<file path="config.mk">
export PLATFORM = sky130hd
export DESIGN_NAME = byte_frame_deframer_core_flat
export DESIGN_NICKNAME = d
export VERILOG_FILES = /design/src/hw/rtl/bfd_pkg.sv /design/src/hw/rtl/bfd_in_if.sv /design/src/hw/rtl/bfd_out_if.sv /design/src/hw/rtl/bfd_cfg_if.sv /design/src/hw/rtl/byte_frame_deframer_core.sv /design/src/flat_wrapper.sv
export SDC_FILE = /design/constraint.sdc
export NUM_CORES = 1
export LEC_CHECK = 0
export ABC_CLOCK_PERIOD_IN_PS = 3350
export BUFFER_PORTS_ARGS = -buffer_cell sky130_fd_sc_hd__buf_2
export CELL_PAD_IN_SITES_DETAIL_PLACEMENT = 1
export CELL_PAD_IN_SITES_GLOBAL_PLACEMENT = 1
export CORE_MARGIN = 2
export CORE_UTILIZATION = 39
export CTS_CLUSTER_SIZE = 12
export DETAILED_ROUTE_END_ITERATION = 12
export PLACE_DENSITY_LB_ADDON = 0.1
export RECOVER_POWER = 50
export SKIP_CTS_REPAIR_TIMING = 1
export SYNTH_ARGS = -nofsm -noshare
export SYNTH_HDL_FRONTEND = slang
export SYNTH_SLANG_ARGS = --single-unit
</file>
<file path="constraint.sdc">
create_clock -name i_clk -period 3.35 [get_ports i_clk]
set_clock_uncertainty 0.05 [all_clocks]
set_input_delay 0.1675 -clock i_clk [delete_from_list [all_inputs] [get_ports i_clk]]
set_output_delay 0.1675 -clock i_clk [all_outputs]
set_load 0.03 [all_outputs]
</file>
<file path="src/hw/rtl/bfd_pkg.sv">
// ----------------------------------------------------------------------------
// Byte frame deframer package
// Shared types and constants for the frame deframer.
// ----------------------------------------------------------------------------
`timescale 1ns / 1ps
`default_nettype none

package bfd_pkg;

    // Field widths fixed by the frame format
    localparam int BYTE_W = 8;
    localparam int LEN_W  = 5;
    localparam int IDX_W  = 4;
    localparam int CFG_W  = 2;

    // Configuration register indexes
    localparam logic [CFG_W-1:0] REG_HEAD_BYTE  = 2'd0;
    localparam logic [CFG_W-1:0] REG_TAIL_BYTE  = 2'd1;
    localparam logic [CFG_W-1:0] REG_MAX_LENGTH = 2'd2;

    // Register reset values
    localparam logic [BYTE_W-1:0] HEAD_BYTE_RST  = 8'hAA;
    localparam logic [BYTE_W-1:0] TAIL_BYTE_RST  = 8'h55;
    localparam logic [LEN_W-1:0]  MAX_LENGTH_RST = 5'd16;

    // Parser and drain phases
    typedef enum logic [2:0] {
        PH_HEAD,
        PH_LEN,
        PH_DATA,
        PH_SUM,
        PH_TAIL,
        PH_READ,
        PH_LOAD
    } t_phase;

endpackage

`default_nettype wire

</file>
<file path="src/hw/rtl/bfd_in_if.sv">
// ----------------------------------------------------------------------------
// Deframer input channel
// Valid/ready channel carrying one received byte per transfer.
// ----------------------------------------------------------------------------
`timescale 1ns / 1ps
`default_nettype none

interface bfd_in_if;
    logic                        valid;
    logic                        ready;
    logic [bfd_pkg::BYTE_W-1:0]  data_byte;

    modport source (output valid, output data_byte, input ready);
    modport sink   (input valid, input data_byte, output ready);
endinterface

`default_nettype wire

</file>
<file path="src/hw/rtl/bfd_out_if.sv">
// ----------------------------------------------------------------------------
// Deframer output channel
// Valid/ready channel carrying one payload result per transfer.
// ----------------------------------------------------------------------------
`timescale 1ns / 1ps
`default_nettype none

interface bfd_out_if;
    logic                        valid;
    logic                        ready;
    logic [bfd_pkg::BYTE_W-1:0]  payload_byte;
    logic [bfd_pkg::IDX_W-1:0]   byte_index;
    logic [bfd_pkg::LEN_W-1:0]   frame_length;
    logic                        has_payload;
    logic                        last;

    modport source (output valid, output payload_byte, output byte_index,
                    output frame_length, output has_payload, output last,
                    input ready);
    modport sink   (input valid, input payload_byte, input byte_index,
                    input frame_length, input has_payload, input last,
                    output ready);
endinterface

`default_nettype wire

</file>
<file path="src/hw/rtl/bfd_cfg_if.sv">
// ----------------------------------------------------------------------------
// Deframer configuration channel
// Valid/ready register write channel: register index and write data.
// ----------------------------------------------------------------------------
`timescale 1ns / 1ps
`default_nettype none

interface bfd_cfg_if;
    logic                        valid;
    logic                        ready;
    logic [bfd_pkg::CFG_W-1:0]   index;
    logic [bfd_pkg::BYTE_W-1:0]  data;

    modport source (output valid, output index, output data, input ready);
    modport sink   (input valid, input index, input data, output ready);
endinterface

`default_nettype wire

</file>
<file path="src/hw/rtl/byte_frame_deframer_core.sv">
// ----------------------------------------------------------------------------
// Byte frame deframer core
// Parses head, length, payload, XOR checksum, tail frames from a byte stream
// and drains the payload of each good frame as a run of results.
// ----------------------------------------------------------------------------
// Usage:
//   i_in   : one received byte per transfer. Accepted while the parser runs;
//            a frame's payload goes to the payload RAM as it arrives.
//   o_out  : one result per payload byte of a completed frame, or a single
//            result with has_payload low for an empty frame. Output register
//            decouples the sides; the next byte may be taken while the last
//            result still waits.
//   i_cfg  : register writes (0 head_byte, 1 tail_byte, 2 max_length),
//            always ready; write only while idle. Other indexes are ignored.
// Drain: on a good tail the input stalls while the payload RAM is read back,
//   one result at a time: RAM read step, then output load step (an empty
//   frame goes straight to the load step).
// Reset: synchronous, active low; parser returns to head-wait, registers to
//   0xAA / 0x55 / 16. The payload RAM is not cleared; it is only read where
//   written in the same frame.
// Stall: a stalled receiver holds the drain in its load step; no result lost.
// ----------------------------------------------------------------------------
`timescale 1ns / 1ps
`default_nettype none

module byte_frame_deframer_core #(
    parameter int PAYLOAD_DEPTH = 16
) (
    input  wire         i_clk,
    input  wire         i_rst_n,
    bfd_in_if.sink      i_in,
    bfd_out_if.source   o_out,
    bfd_cfg_if.sink     i_cfg
);

    localparam int BW = bfd_pkg::BYTE_W;
    localparam int LW = bfd_pkg::LEN_W;
    localparam int IW = bfd_pkg::IDX_W;
    localparam int AW = (PAYLOAD_DEPTH > 1) ? $clog2(PAYLOAD_DEPTH) : 1;
    localparam logic [BW-1:0] DEPTH_B = BW'(PAYLOAD_DEPTH);

    // Configuration registers
    logic [BW-1:0] r_head_byte;
    logic [BW-1:0] r_tail_byte;
    logic [LW-1:0] r_max_length;

    // Parser state
    bfd_pkg::t_phase r_phase, n_phase;
    logic [LW-1:0]   r_len, n_len;
    logic [LW-1:0]   r_fill, n_fill;
    logic [BW-1:0]   r_xor, n_xor;
    logic [LW-1:0]   r_k, n_k;

    // Output register
    logic            r_out_valid, n_out_valid;
    logic [BW-1:0]   r_out_pay, n_out_pay;
    logic [IW-1:0]   r_out_idx, n_out_idx;
    logic [LW-1:0]   r_out_len, n_out_len;
    logic            r_out_has, n_out_has;
    logic            r_out_last, n_out_last;

    // Payload RAM
    logic [BW-1:0]   r_mem [PAYLOAD_DEPTH];
    logic [BW-1:0]   r_rd_data;
    logic            mem_we;
    logic [AW-1:0]   mem_wa;
    logic [AW-1:0]   mem_ra;

    logic            in_xfer;
    logic            out_free;
    logic [BW-1:0]   b;
    logic [LW-1:0]   limit;
    logic            parsing;

    assign b        = i_in.data_byte;
    assign parsing  = !(r_phase inside {bfd_pkg::PH_READ, bfd_pkg::PH_LOAD});
    assign in_xfer  = i_in.valid && i_in.ready;
    assign out_free = !r_out_valid || o_out.ready;
    assign limit    = ({3'b000, r_max_length} > DEPTH_B) ? LW'(DEPTH_B) : r_max_length;
    assign mem_wa   = AW'(r_fill);
    assign mem_ra   = AW'(r_k);

    assign i_in.ready  = parsing;
    assign i_cfg.ready = 1'b1;

    assign o_out.valid        = r_out_valid;
    assign o_out.payload_byte = r_out_pay;
    assign o_out.byte_index   = r_out_idx;
    assign o_out.frame_length = r_out_len;
    assign o_out.has_payload  = r_out_has;
    assign o_out.last         = r_out_last;

    // Configuration writes
    always_ff @(posedge i_clk) begin
        if (!i_rst_n) begin
            r_head_byte  <= bfd_pkg::HEAD_BYTE_RST;
            r_tail_byte  <= bfd_pkg::TAIL_BYTE_RST;
            r_max_length <= bfd_pkg::MAX_LENGTH_RST;
        end else if (i_cfg.valid) begin
            case (i_cfg.index)
                bfd_pkg::REG_HEAD_BYTE:  r_head_byte  <= i_cfg.data;
                bfd_pkg::REG_TAIL_BYTE:  r_tail_byte  <= i_cfg.data;
                bfd_pkg::REG_MAX_LENGTH: r_max_length <= i_cfg.data[LW-1:0];
                default: ;
            endcase
        end
    end

    // Next state, RAM write and output load
    always_comb begin
        n_phase     = r_phase;
        n_len       = r_len;
        n_fill      = r_fill;
        n_xor       = r_xor;
        n_k         = r_k;
        n_out_valid = r_out_valid && !o_out.ready;
        n_out_pay   = r_out_pay;
        n_out_idx   = r_out_idx;
        n_out_len   = r_out_len;
        n_out_has   = r_out_has;
        n_out_last  = r_out_last;
        mem_we      = 1'b0;

        case (r_phase)
            bfd_pkg::PH_READ: begin
                // RAM read at r_k in flight
                n_phase = bfd_pkg::PH_LOAD;
            end
            bfd_pkg::PH_LOAD: begin
                if (out_free) begin
                    n_out_valid = 1'b1;
                    n_out_len   = r_len;
                    if (r_len == '0) begin
                        n_out_pay  = '0;
                        n_out_idx  = '0;
                        n_out_has  = 1'b0;
                        n_out_last = 1'b1;
                        n_phase    = bfd_pkg::PH_HEAD;
                    end else begin
                        n_out_pay  = r_rd_data;
                        n_out_idx  = r_k[IW-1:0];
                        n_out_has  = 1'b1;
                        n_out_last = (r_k + 1'b1 == r_len);
                        n_k        = r_k + 1'b1;
                        n_phase    = (r_k + 1'b1 == r_len) ? bfd_pkg::PH_HEAD
                                                           : bfd_pkg::PH_READ;
                    end
                end
            end
            default: begin
                if (in_xfer) begin
                    // recovery unless a phase below says otherwise
                    case (r_phase)
                        bfd_pkg::PH_HEAD: begin
                            if (b == r_head_byte) begin
                                n_phase = bfd_pkg::PH_LEN;
                            end
                        end
                        bfd_pkg::PH_LEN: begin
                            if (b > {3'b000, limit}) begin
                                n_len   = '0;
                                n_fill  = '0;
                                n_xor   = '0;
                                n_phase = (b == r_head_byte) ? bfd_pkg::PH_LEN
                                                             : bfd_pkg::PH_HEAD;
                            end else begin
                                n_len   = b[LW-1:0];
                                n_fill  = '0;
                                n_xor   = b;
                                n_phase = (b == '0) ? bfd_pkg::PH_SUM : bfd_pkg::PH_DATA;
                            end
                        end
                        bfd_pkg::PH_DATA: begin
                            mem_we = 1'b1;
                            n_xor  = r_xor ^ b;
                            n_fill = r_fill + 1'b1;
                            if (r_fill + 1'b1 >= r_len) begin
                                n_phase = bfd_pkg::PH_SUM;
                            end
                        end
                        bfd_pkg::PH_SUM: begin
                            if (b == r_xor) begin
                                n_phase = bfd_pkg::PH_TAIL;
                            end else begin
                                n_len   = '0;
                                n_fill  = '0;
                                n_xor   = '0;
                                n_phase = (b == r_head_byte) ? bfd_pkg::PH_LEN
                                                             : bfd_pkg::PH_HEAD;
                            end
                        end
                        bfd_pkg::PH_TAIL: begin
                            if (b == r_tail_byte) begin
                                n_k     = '0;
                                n_phase = (r_len == '0) ? bfd_pkg::PH_LOAD
                                                        : bfd_pkg::PH_READ;
                            end else begin
                                n_len   = '0;
                                n_fill  = '0;
                                n_xor   = '0;
                                n_phase = (b == r_head_byte) ? bfd_pkg::PH_LEN
                                                             : bfd_pkg::PH_HEAD;
                            end
                        end
                        default: begin
                            n_len   = '0;
                            n_fill  = '0;
                            n_xor   = '0;
                            n_phase = (b == r_head_byte) ? bfd_pkg::PH_LEN
                                                         : bfd_pkg::PH_HEAD;
                        end
                    endcase
                end
            end
        endcase
    end

    // Control and output registers
    always_ff @(posedge i_clk) begin
        if (!i_rst_n) begin
            r_phase     <= bfd_pkg::PH_HEAD;
            r_len       <= '0;
            r_fill      <= '0;
            r_xor       <= '0;
            r_k         <= '0;
            r_out_valid <= 1'b0;
        end else begin
            r_phase     <= n_phase;
            r_len       <= n_len;
            r_fill      <= n_fill;
            r_xor       <= n_xor;
            r_k         <= n_k;
            r_out_valid <= n_out_valid;
        end
    end

    always_ff @(posedge i_clk) begin
        r_out_pay  <= n_out_pay;
        r_out_idx  <= n_out_idx;
        r_out_len  <= n_out_len;
        r_out_has  <= n_out_has;
        r_out_last <= n_out_last;
    end

    // Payload RAM: one write port, one registered read port
    always_ff @(posedge i_clk) begin
        if (mem_we) begin
            r_mem[mem_wa] <= b;
        end
        r_rd_data <= r_mem[mem_ra];
    end

    // Checks
    a_fill_below_len: assert property (@(posedge i_clk) disable iff (!i_rst_n)
        (r_phase == bfd_pkg::PH_DATA) |-> (r_fill < r_len))
        else $error("fill count reached frame length in payload phase");

    a_drain_in_range: assert property (@(posedge i_clk) disable iff (!i_rst_n)
        (r_phase == bfd_pkg::PH_READ) |-> (r_k < r_len && r_len <= limit))
        else $error("drain index outside frame");

    a_last_index: assert property (@(posedge i_clk) disable iff (!i_rst_n)
        (r_out_valid && r_out_last && r_out_has) |->
        ({1'b0, r_out_idx} + 1'b1 == r_out_len))
        else $error("last result index does not match frame length");

    a_empty_result: assert property (@(posedge i_clk) disable iff (!i_rst_n)
        (r_out_valid && !r_out_has) |-> (r_out_len == '0 && r_out_last))
        else $error("empty-frame result malformed");

    a_drain_blocks_input: assert property (@(posedge i_clk) disable iff (!i_rst_n)
        (in_xfer && r_phase == bfd_pkg::PH_TAIL && b == r_tail_byte && r_len != '0)
        |=> (r_phase == bfd_pkg::PH_READ && r_k == '0))
        else $error("good tail did not start payload drain");

endmodule

`default_nettype wire
</file>
<file path="src/flat_wrapper.sv">
// flat-port wrapper written by rule: the top's interface ports become plain ports
module byte_frame_deframer_core_flat 
#(
    parameter int PAYLOAD_DEPTH = 16
)
  (i_clk, i_rst_n, i_in_valid, i_in_data_byte, i_in_ready, o_out_valid, o_out_payload_byte, o_out_byte_index, o_out_frame_length, o_out_has_payload, o_out_last, o_out_ready, i_cfg_valid, i_cfg_index, i_cfg_data, i_cfg_ready);
  bfd_in_if i_in_i ();
  bfd_out_if o_out_i ();
  bfd_cfg_if i_cfg_i ();
  input  wire i_clk;
  input  wire i_rst_n;
  input wire logic [$bits(i_in_i.valid)-1:0] i_in_valid;
  input wire logic [$bits(i_in_i.data_byte)-1:0] i_in_data_byte;
  output wire logic [$bits(i_in_i.ready)-1:0] i_in_ready;
  output wire logic [$bits(o_out_i.valid)-1:0] o_out_valid;
  output wire logic [$bits(o_out_i.payload_byte)-1:0] o_out_payload_byte;
  output wire logic [$bits(o_out_i.byte_index)-1:0] o_out_byte_index;
  output wire logic [$bits(o_out_i.frame_length)-1:0] o_out_frame_length;
  output wire logic [$bits(o_out_i.has_payload)-1:0] o_out_has_payload;
  output wire logic [$bits(o_out_i.last)-1:0] o_out_last;
  input wire logic [$bits(o_out_i.ready)-1:0] o_out_ready;
  input wire logic [$bits(i_cfg_i.valid)-1:0] i_cfg_valid;
  input wire logic [$bits(i_cfg_i.index)-1:0] i_cfg_index;
  input wire logic [$bits(i_cfg_i.data)-1:0] i_cfg_data;
  output wire logic [$bits(i_cfg_i.ready)-1:0] i_cfg_ready;
  assign i_in_i.valid = i_in_valid;
  assign i_in_i.data_byte = i_in_data_byte;
  assign i_in_ready = i_in_i.ready;
  assign o_out_valid = o_out_i.valid;
  assign o_out_payload_byte = o_out_i.payload_byte;
  assign o_out_byte_index = o_out_i.byte_index;
  assign o_out_frame_length = o_out_i.frame_length;
  assign o_out_has_payload = o_out_i.has_payload;
  assign o_out_last = o_out_i.last;
  assign o_out_i.ready = o_out_ready;
  assign i_cfg_i.valid = i_cfg_valid;
  assign i_cfg_i.index = i_cfg_index;
  assign i_cfg_i.data = i_cfg_data;
  assign i_cfg_ready = i_cfg_i.ready;
  byte_frame_deframer_core #(.PAYLOAD_DEPTH(PAYLOAD_DEPTH)) u_core (.i_clk(i_clk), .i_rst_n(i_rst_n), .i_in(i_in_i), .o_out(o_out_i), .i_cfg(i_cfg_i));
endmodule
</file>
==> impl_results.md <==
* Status: finished, violations left
* Failing checks: negative hold slack, max-capacitance violations, max-slew violations
* R2R Path Start: u_core.r_fill[0]$_SDFFE_PN0P_
* Crit. End Element: flip-flop
* Vias at 5322
* Die Y at 155 µm
* Global route overflow at 0
* Layout area overhead at 14.5%
* Share of cells above drive strength 1 at 0.179
* Post-Synth Adder-Cell Area at 0.0211
* Most frequent cells in the layout: edfxtp_1 (147), dfxtp_1 (55), nand2_1 (50), nor2_1 (44), mux4_2 (40)
* Sequential fraction of the synthesis area at 0.622
* Rel. slew slack at -0.498
* Synth async-reset ratio at 0
* Setup TNS at 0 ns
* Placed Cells at 934
* Clk network pwr share at 0.444
* Final Util at 0.453
* H-tree Lvls at 1
* First-pass GRT wire length at 33.3 mm
* NetSw at 1.22 mW
* Hpwl dp at 14.2 mm
* Dpl ws at 0.721 ns
* CTS root buf: clkbuf_16
* Startpoint Class: input pin
* Post-synthesis compound-gate area fraction at 0.0538
* Die area at 24100 µm²
* Number of flops mapped to enable cells by yosys at 147
* Comb pwr share at 0.050
* Avg Cell Area, Syn at 14.4 µm²
* Number of global-route vias before repair at 5656
* Final WL at 21.3 mm
* Worst Hold End: u_core.r_k[1]$_SDFFE_PN0P_
* Worst setup margin at 0.690 ns
* RePlAce Congestion at 0.809
* Reg2reg end: u_core.r_phase[0]$_SDFFE_PN0P_
* Worst-Skew Late Latency at 0.52 ns
* Max IR drop VDD at 0.282 mV
* HP Class: in2reg
* Top-area cell type share of the netlist area at 0.496
* Post-Synth XOR/XNOR Area at 0.0360
* Mux share of post-synthesis cell area at 0.138
* Top Ports at 45
* # Max-Cap Violations at 1
* Synth Instances at 620
* Post-Synth Simple-Gate Area at 0.0963
* Reg area at 5540 µm²
* Power consumption at 5.39 mW
* FP Rows at 55
* Largest stage delay, worst path at 0.90 ns
* Commonest non-fill, non-tap cell in the layout: edfxtp_1
* Clk sinks at 203
* Worst-margin pin slew at 2.25 ns
* Seq pwr share at 0.506
* Post-Syn Area at 8900 µm²
* Die Width at 155 µm
* Fin nets at 720
* Drt pass-1 iters at 4
* Fin. Hold Viols at 1
* # DRC at 0
* Routed len/inst at 21.6 µm
* Final setup vio count at 0
* Net Sw Frac at 0.226
* P_leak at 3.40 nW
* Final period util at 0.794
* Crit Path Category: in2reg
* Internal power at 4.17 mW
* Synth warn at 0
* Finished Layout Cells at 985
* WP data required at 3.74 ns
* Largest net degree at the start of global routing at 50
* Initial antenna violation count at 1
* PwrDens at 529 nW/µm²
* Dpl cell area at 9450 µm²
* Hold Path Stages at 4
* Pins Over Slew Limit at 50
* Critical path fanouts, max at 24
* Max Freq at 376 MHz
* Largest family of logic cells by synthesized area: multiplexers
* Cells on worst reg2reg path at 9
* Synth top area cells: edfxtp_1 (50%), dfxtp_1 (13%), mux4_2 (10%)
* Layout fillers at 2241
* Clock transition at path regs at 0.06 ns
* Vias/cell at 5.40
* Initial DRC Count at 241
* Hold Path Origin: o_out_ready
* WP data arrival at 3.05 ns
* Crit path cell chain: clkbuf_1, inv_1, ha_1, nand4_1, o21a_1, or4b_4, nor2_4, nand3_1, mux2i_1
* Multi-input logic area at 3080 µm²
* Initial Util at 0.396
* Synth area leader: edfxtp_1
* Total core area at 22500 µm²
* Primary FF master, synth: edfxtp_1
* Final instance area at 10200 µm²
* RSZ-0062 raised after global routing: no
* Yosys reg bits at 203
* Hold Slack at -0.0292 ns
* Syn nets at 658
* Post-DRT Antenna Nets at 0
* Clk buf depth at 3
* Port bufs at 43
* Slowest CP cell: clkbuf_1
* Library cells used by synthesis at 63
* GR Util All Layers at 0.183
* Flop2flop setup slack at 0.77 ns
* Period minus WS final at 2.66 ns
* TritonCTS Buffers at 23
* CTS tree: built
[worst max-delay path: cells and delay by family]
family,cells,cell delay (ns)
buf+inv,2,1.04
simple gates,4,1.01
fa+ha+maj,1,0.34
compound gates,1,0.24
mux,1,0.24
[cell families (layout without fill, tap and decap cells)]
logic type      Yosys count  count (layout)
fa+ha+maj                15              15
flops                   203             203
compound gates           67              67
xor+xnor                 34              34
other cells               1               2
simple gates            171             171
buf+inv                  56             135
mux                      73              73
[synthesized netlist by cell type (11+ instances only)]
cell and instances:
and2_1 15, clkbuf_1 23, dfxtp_1 56, edfxtp_1 147, ha_1 15, inv_1 11
mux2i_1 33, mux4_2 40, nand2_1 50, nand3_1 20, nor2_1 44, xnor2_1 13
xor2_1 18
[layout make-up]
class,instances,area share
repair buffers,80,0.0456
diodes,1,0.000245
inverters,13,0.00478
flip-flops and latches,203,0.543
clock inverters,11,0.00908
multi-input cells,361,0.302
well taps,285,0.0350
clock buffers,31,0.0605
[sequential cells by signal, summed over array words and instances, names as in the netlist, 8 cells and up]
register and cells:
u_core.r_tail_byte 8, u_core.o_out.payload_byte 8, u_core.r_xor 8, u_core.r_rd_data 8, u_core.r_mem 128, u_core.r_head_byte 8
[power by group through the flow]
stage / Combinational (mW) / Clock (mW) / Sequential [mW]
finish: 0.267 / 2.40 / 2.73
global route: 0.293 / 2.55 / 2.73
CTS: 0.266 / 2.44 / 2.73
detailed placement: 0.265 / 0 / 2.78
global placement: 0.257 / 0 / 2.78
floorplan: 0.176 / 0 / 2.78
[worst max-delay path by stage]
stage | cells after the start | end | startpoint | slack [ns]
after detailed placement | 9 | u_core.r_phase[0]$_SDFFE_PN0P_ | i_in_data_byte[0] | 0.72
after global placement | 9 | u_core.r_phase[1]$_SDFFE_PN0P_ | u_core.r_fill[0]$_SDFFE_PN0P_ | 0.71
final | 9 | u_core.r_len[3]$_SDFFE_PN0P_ | i_in_data_byte[0] | 0.69
after floorplan | 8 | u_core.r_k[0]$_SDFFE_PN0P_ | u_core.r_phase[1]$_SDFFE_PN0P_ | 0.99
after CTS | 9 | u_core.r_phase[1]$_SDFFE_PN0P_ | u_core.r_fill[0]$_SDFFE_PN0P_ | 0.73
after global routing | 7 | u_core.r_phase[0]$_SDFFE_PN0P_ | i_rst_n | 0.39
[per-layer routing]
layer	part of all wire	vias to the layer above	global-route usage
li1	-	2461	-
met1	0.47	2731	0.253
met2	0.46	98	0.296
met3	0.041	32	0.0309
met4	0.029	0	0.0591
met5	0	-	0
(Power assumes the default switching activity.)
